--- src/design/tccs_pkg.sv ---
`default_nettype none

package tccs_pkg;

    // Screen geometry.
    localparam int COLUMNS    = 80;
    localparam int ROWS       = 25;
    localparam int CELL_COUNT = COLUMNS * ROWS;

    // Widths of the cursor, the store address and the item fields.
    localparam int COL_W  = $clog2(COLUMNS + 1);
    localparam int ROW_W  = $clog2(ROWS);
    localparam int ADDR_W = $clog2(CELL_COUNT);
    localparam int IDX_W  = 11;
    localparam int CHAR_W = 8;
    localparam int ATTR_W = 8;
    localparam int CELL_W = CHAR_W + ATTR_W;

    // Character codes with special meaning.
    localparam logic [CHAR_W-1:0] CODE_NEWLINE   = 8'd10;
    localparam logic [CHAR_W-1:0] CODE_BACKSPACE = 8'd8;
    localparam logic [CHAR_W-1:0] CODE_SPACE     = 8'd32;

    // Item kinds.
    localparam logic KIND_WRITE = 1'b0;
    localparam logic KIND_READ  = 1'b1;

    // Commands from the controller to the datapath.
    typedef struct packed {
        logic latch;      // capture the input item
        logic cnt_clear;  // restart the fill counter
        logic fill;       // blank the cell at base plus counter, advance counter
        logic base_adv;   // move the top-row offset down one row
        logic col_zero;
        logic col_dec;
        logic col_inc;
        logic row_inc;
        logic lin_load;   // form the logical cell index
        logic phys;       // map logical index to store address
        logic store;      // write the item's cell at the store address
        logic mem_read;   // read the store address
        logic emit;       // present the result
    } t_dp_cmd;

    // Status from the datapath to the controller.
    typedef struct packed {
        logic kind;
        logic is_newline;
        logic is_backspace;
        logic col_is_zero;
        logic col_is_full;
        logic row_is_last;
        logic cnt_row_end;
        logic cnt_all_end;
    } t_dp_status;

endpackage

`default_nettype wire

--- src/design/tccs_ctrl.sv ---
`default_nettype none

module tccs_ctrl (
    input  wire logic                 i_clk,
    input  wire logic                 i_rst_n,
    input  wire logic                 i_start,
    input  wire tccs_pkg::t_dp_status i_status,
    output tccs_pkg::t_dp_cmd         o_cmd,
    output logic                      o_busy
);

    typedef enum logic [3:0] {
        S_CLEAR,
        S_IDLE,
        S_DECODE,
        S_SCROLL,
        S_ADDR,
        S_PHYS,
        S_READ,
        S_WRITE,
        S_FINISH
    } t_state;

    t_state r_state, n_state;
    logic   r_busy, n_busy;
    logic   r_then_write, n_then_write;

    // Next state and datapath commands.
    always_comb begin
        o_cmd        = '0;
        n_state      = r_state;
        n_then_write = r_then_write;
        unique case (r_state)
            S_CLEAR: begin
                o_cmd.fill = 1'b1;
                if (i_status.cnt_all_end) begin
                    n_state = S_IDLE;
                end
            end
            S_IDLE: begin
                if (i_start) begin
                    o_cmd.latch = 1'b1;
                    n_state     = S_DECODE;
                end
            end
            S_DECODE: begin
                if (i_status.kind == tccs_pkg::KIND_READ) begin
                    n_state = S_ADDR;
                end else if (i_status.is_newline) begin
                    o_cmd.col_zero = 1'b1;
                    if (i_status.row_is_last) begin
                        o_cmd.cnt_clear = 1'b1;
                        n_then_write    = 1'b0;
                        n_state         = S_SCROLL;
                    end else begin
                        o_cmd.row_inc = 1'b1;
                        n_state       = S_FINISH;
                    end
                end else if (i_status.is_backspace) begin
                    if (i_status.col_is_zero) begin
                        n_state = S_FINISH;
                    end else begin
                        o_cmd.col_dec = 1'b1;
                        n_state       = S_ADDR;
                    end
                end else if (i_status.col_is_full) begin
                    o_cmd.col_zero = 1'b1;
                    if (i_status.row_is_last) begin
                        o_cmd.cnt_clear = 1'b1;
                        n_then_write    = 1'b1;
                        n_state         = S_SCROLL;
                    end else begin
                        o_cmd.row_inc = 1'b1;
                        n_state       = S_ADDR;
                    end
                end else begin
                    n_state = S_ADDR;
                end
            end
            S_SCROLL: begin
                o_cmd.fill = 1'b1;
                if (i_status.cnt_row_end) begin
                    o_cmd.base_adv = 1'b1;
                    n_state        = r_then_write ? S_ADDR : S_FINISH;
                end
            end
            S_ADDR: begin
                o_cmd.lin_load = 1'b1;
                n_state        = S_PHYS;
            end
            S_PHYS: begin
                o_cmd.phys = 1'b1;
                n_state    = (i_status.kind == tccs_pkg::KIND_READ) ? S_READ : S_WRITE;
            end
            S_READ: begin
                o_cmd.mem_read = 1'b1;
                n_state        = S_FINISH;
            end
            S_WRITE: begin
                o_cmd.store   = 1'b1;
                o_cmd.col_inc = !i_status.is_backspace;
                n_state       = S_FINISH;
            end
            S_FINISH: begin
                o_cmd.emit = 1'b1;
                n_state    = S_IDLE;
            end
            default: begin
                n_state = S_IDLE;
            end
        endcase
        n_busy = (n_state != S_IDLE);
    end

    // State and registered outputs; reset starts the clearing pass.
    always_ff @(posedge i_clk) begin
        if (!i_rst_n) begin
            r_state      <= S_CLEAR;
            r_busy       <= 1'b1;
            r_then_write <= 1'b0;
        end else begin
            r_state      <= n_state;
            r_busy       <= n_busy;
            r_then_write <= n_then_write;
        end
    end

    assign o_busy = r_busy;

endmodule

`default_nettype wire

--- config.mk ---
export PLATFORM = sky130hd
export DESIGN_NAME = tccs_ctrl
export DESIGN_NICKNAME = d
export VERILOG_FILES = /design/src/design/tccs_pkg.sv /design/src/design/tccs_ctrl.sv
export SDC_FILE = /design/constraint.sdc
export NUM_CORES = 1
export LEC_CHECK = 0
export ABC_AREA = 1
export ABC_CLOCK_PERIOD_IN_PS = 1150
export BUFFER_PORTS_ARGS = -buffer_cell sky130_fd_sc_hd__buf_2
export CAP_MARGIN = 25
export CORE_AREA = 2 2 39 41
export CTS_CLUSTER_SIZE = 8
export DETAILED_ROUTE_END_ITERATION = 16
export DIE_AREA = 0 0 41 43
export PLACE_DENSITY_LB_ADDON = 0.08
export REMOVE_ABC_BUFFERS = 1
export SLEW_MARGIN = 5
export SYNTH_ARGS = -nofsm -noshare
export SYNTH_HDL_FRONTEND = slang
export SYNTH_SLANG_ARGS = --single-unit
export TNS_END_PERCENT = 20
--- constraint.sdc ---
create_clock -name i_clk -period 1.15 [get_ports i_clk]
set_input_delay 0.23 -clock i_clk [delete_from_list [all_inputs] [get_ports i_clk]]
set_output_delay 0.23 -clock i_clk [all_outputs]
set_load 0.005 [all_outputs]
# Word-level counts from Yosys, hierarchy flattened
# Cells that the tools add are included.
[totals]
reg_bits = 6
input_bits = 11
out_inout_bits = 14
wordCells = 71
[op_classes]
eq_ne = 12
muxes = 49
bitwise_logic = 1
reduce_logical = 6
[ops]
columns = ["operator", "n"]
rows = [
  ["4-bit 2-to-1 mux", 9],
  ["1-bit 2-to-1 mux", 35],
  ["4-bit one-hot mux with 7 select lines", 1],
  ["4-bit by 3-bit equality test with 1-bit output (second input constant)", 4],
  ["4-bit by 2-bit equality test with 1-bit output (second input constant)", 2],
  ["3-bit 2-to-1 mux", 2],
  ["6-bit AND reduction", 1],
  ["4-bit by 1-bit equality test with 1-bit output (second input constant)", 1],
  ["4-bit equality test (second input constant)", 1],
  ["4-bit logical NOT", 1],
  ["2-bit 2-to-1 mux", 2],
  ["4-bit by 1-bit != test with 1-bit output (second input constant)", 1],
  ["2-bit OR reduction", 2],
  ["3-bit by 2-bit != test with 1-bit output (second input constant)", 1],
  ["2-bit by 1-bit != test with 1-bit output (second input constant)", 1],
  ["2-bit != test (second input constant)", 1],
  ["2-bit nonzero test", 1],
  ["1-bit logical NOT", 1],
  ["1-bit NOT", 1],
]

# Longest topological paths before layout
[logic_depth]
word_depth = 7
mapped_depth = 8
depth_no_buf = 8

# Worst setup path before layout
# OpenSTA, ideal clock, no wires.
[synth_path]
path_kind = "register to output"
from = "reg r_state[2]"
to = "out o_cmd[7] in the netlist's numbering"
t_arrival_ps = 979
t_required_ps = 920
path_slack_ps = -59
path_stages_with_launch = 6
path_buffers = 0
path_cell_list = "dfxtp_1 -> nor2_2 -> nand2_2 -> nor2_4 -> inv_1 -> nor4_1"
[synth_lines]
columns = ["item", "line", "text"]
rows = [
  ["from (decl)", "tccs_ctrl.sv:24", "t_state r_state, n_state;"],
  ["from (signal assigned)", "tccs_ctrl.sv:122", "r_state <= n_state;"],
  ["to (decl)", "tccs_ctrl.sv:8", "output tccs_pkg::t_dp_cmd o_cmd,"],
]

==> impl_metrics.json <==
{
  "status": "finished with violations",
  "violations": "setup timing",
  "synthDistinctLibCells": 17,
  "cpMaxStageDelayCell": "dfxtp_4",
  "synth_seq_cells": 6,
  "track_usage_pct": 18.8,
  "placed_cells": 143,
  "dp_hpwl_microns": 1110,
  "fin_ws_ps": -300,
  "synthTopCellsByArea": "dfxtp_1 24%, inv_1 15%, nand2_1 15%",
  "firstDrtPassIters": 4,
  "die_w_microns": 41,
  "placed_cell_area_sq_um": 744,
  "gp_congestion": 0.793,
  "drv_slew": 0,
  "seqCellArea_sq_um": 130,
  "htree_levels": 1,
  "arrival_ps": 1220,
  "grt_pass1_vias": 569,
  "synth_area_sq_um": 492,
  "grt_pass1_wl_microns": 2240,
  "drtAntennaViolNets": 0,
  "yosys.area.top_type_share_pct": 24.4,
  "fin_util_pct": 65.6,
  "dieHeight_microns": 43,
  "multi_input_area_sq_um": 375,
  "vias": 700,
  "worstMarginPinSlew_ps": 311,
  "place_ws_ps": -119,
  "nFillCells": 143,
  "synthCells": 88,
  "power_density_nw_per_um2": 777,
  "fp-row-count": 14,
  "yosys_warnings": 0,
  "max_freq_mhz": 690,
  "vias_per_cell": 4.67,
  "diodes": 0,
  "clock-skew-final_ps": 1.06,
  "fin_crit_sh_pct": 126,
  "irDropWorstVdd_uv": 629,
  "setup_violations": 16,
  "cts-root-buf": "clkbuf_4",
  "rsz0062_at_grt": "yes",
  "fin_nets": 147,
  "total_power_mw": 0.705,
  "yosysSeqAreaShare_pct": 24.4,
  "drive_gt1_share_pct": 54.5,
  "core_area_sq_um": 1380,
  "synth_top_area_cell": "dfxtp_1",
  "worstSkewPairLatency_ps": 240,
  "drcViolationCount": 0,
  "cp-start-kind": "flip-flop",
  "grt_overflow": 0,
  "worstPathRequired_ps": 920,
  "grt_max_degree": 7,
  "path_cells": "nor2_2, nand2_2, nor2_4, inv_1, nor4_2, buf_2",
  "synth.avg_cell_area_sq_um": 5.59,
  "clk_pin_slew_ps": 50,
  "drt_wl_total_microns": 1460,
  "crit_path_max_fanout": 4,
  "cts.sinks": 6,
  "cts_buffers": 3,
  "cts_tree": "done",
  "path_class": "reg2out",
  "drv_cap": 0,
  "holdBufCountCts": 0,
  "io_buffers": 24,
  "cp_num_buf_inv": 2,
  "endpoint_kind": "output port",
  "relSlewSlack_pct": 79.2,
  "initial_core_util_pct": 35.5,
  "drt-initial-drc-count": 8,
  "clockBufferDepth": 2,
  "whs_ps": 198,
  "area_growth_pct": 84.5,
  "fin_cells": 150,
  "period_minus_slack_ps": 1450,
  "hold_path_class": "in2reg",
  "ios": 25,
  "setup-tns-final_ps": -2470,
  "die_area_sq_um": 1760,
  "crit_family": "simple AND/OR/NAND/NOR gates",
  "wl_per_cell_microns": 9.73,
  "p_leak_nw": 0.537,
  "final_area_sq_um": 907,
  "critPathMaxStageDelay_ps": 360,
  "hold_viol": 0,
  "antenna_found_initial": 0
}
## metal layers
| metal | track usage [%] | share of wire, % | wire (microns) | vias up |
|---|---|---|---|---|
| met5 | 0 | 0 | 0 | - |
| met4 | 8.00 | 1.8 | 26 | 0 |
| met3 | 3.14 | 4.4 | 64 | 4 |
| met2 | 30.3 | 50 | 731 | 19 |
| met1 | 23.4 | 44 | 637 | 305 |
| li1 | - | - | - | 372 |
## Yosys cell counts (all sizes together)
cell type	instances
a21oi	8
nand3	7
o211ai	1
nand2	21
nand3b	2
nor4	1
o21bai	1
dfxtp	6
a31oi	1
o21ai	2
nor3	4
inv	20
nor2	14
## layout by cell type (no fill, tap or decap), drive strengths merged, types with 2 or more instances in the layout
master  Yosys  final
a21oi       8      8
buf         0     43
clkbuf      0      3
dfxtp       6      6
inv        20     20
nand2      21     21
nand3       7      7
nand3b      2      2
nor2       14     14
nor3        4      4
o21ai       2      2
## repair_timing
action / in CTS / in global routing
pin swaps: 2 / 6
endpoints found under the setup margin: 17 / 18
buffers inserted: 2 / 2
resized for setup: 10 / 24
## registers in the layout, summed over array words and instances, names as in the netlist
| register | flops |
|---|---|
| o_busy | 1 |
| r_state | 4 |
| r_then_write | 1 |
## cells by family after synthesis
| kind of cell | Yosys count | synth area share [%] |
|---|---|---|
| buffers and inverters | 20 | 15.3 |
| and+or+nand+nor | 49 | 45.8 |
| AOI/OAI and AO/OA | 13 | 14.5 |
| DFF | 6 | 24.4 |
## area by class of cell
type	count	share of cell area, %
repair buffers	43	31.3
clock buffers	3	2.48
inverters	20	8.28
multi-input cells	62	41.4
well taps	16	2.21
flip-flops and latches	6	14.3
## path summary, 6_finish.rpt
| check | start | endpoint | slack (ps) | cells after the start |
|---|---|---|---|---|
| min | i_rst_n | o_busy$_SDFF_PN1_ | 200 | 2 |
| min reg2reg | r_then_write$_SDFFE_PN0P_ | r_then_write$_SDFFE_PN0P_ | 480 | 2 |
| max reg2reg | r_state[2]$_SDFF_PN0_ | o_busy$_SDFF_PN1_ | -40 | 5 |
| max | r_state[0]$_SDFF_PN0_ | o_cmd[7] | -300 | 6 |
## where the power goes
part	leakage (nW)	switching (mW)	internal (mW)	total, mW
clock	0.0138	0.0794	0.118	0.198
sequential	0.0513	0.0137	0.223	0.237
combinational	0.472	0.134	0.137	0.270
Note: power is estimated with default switching activity, not from simulation.
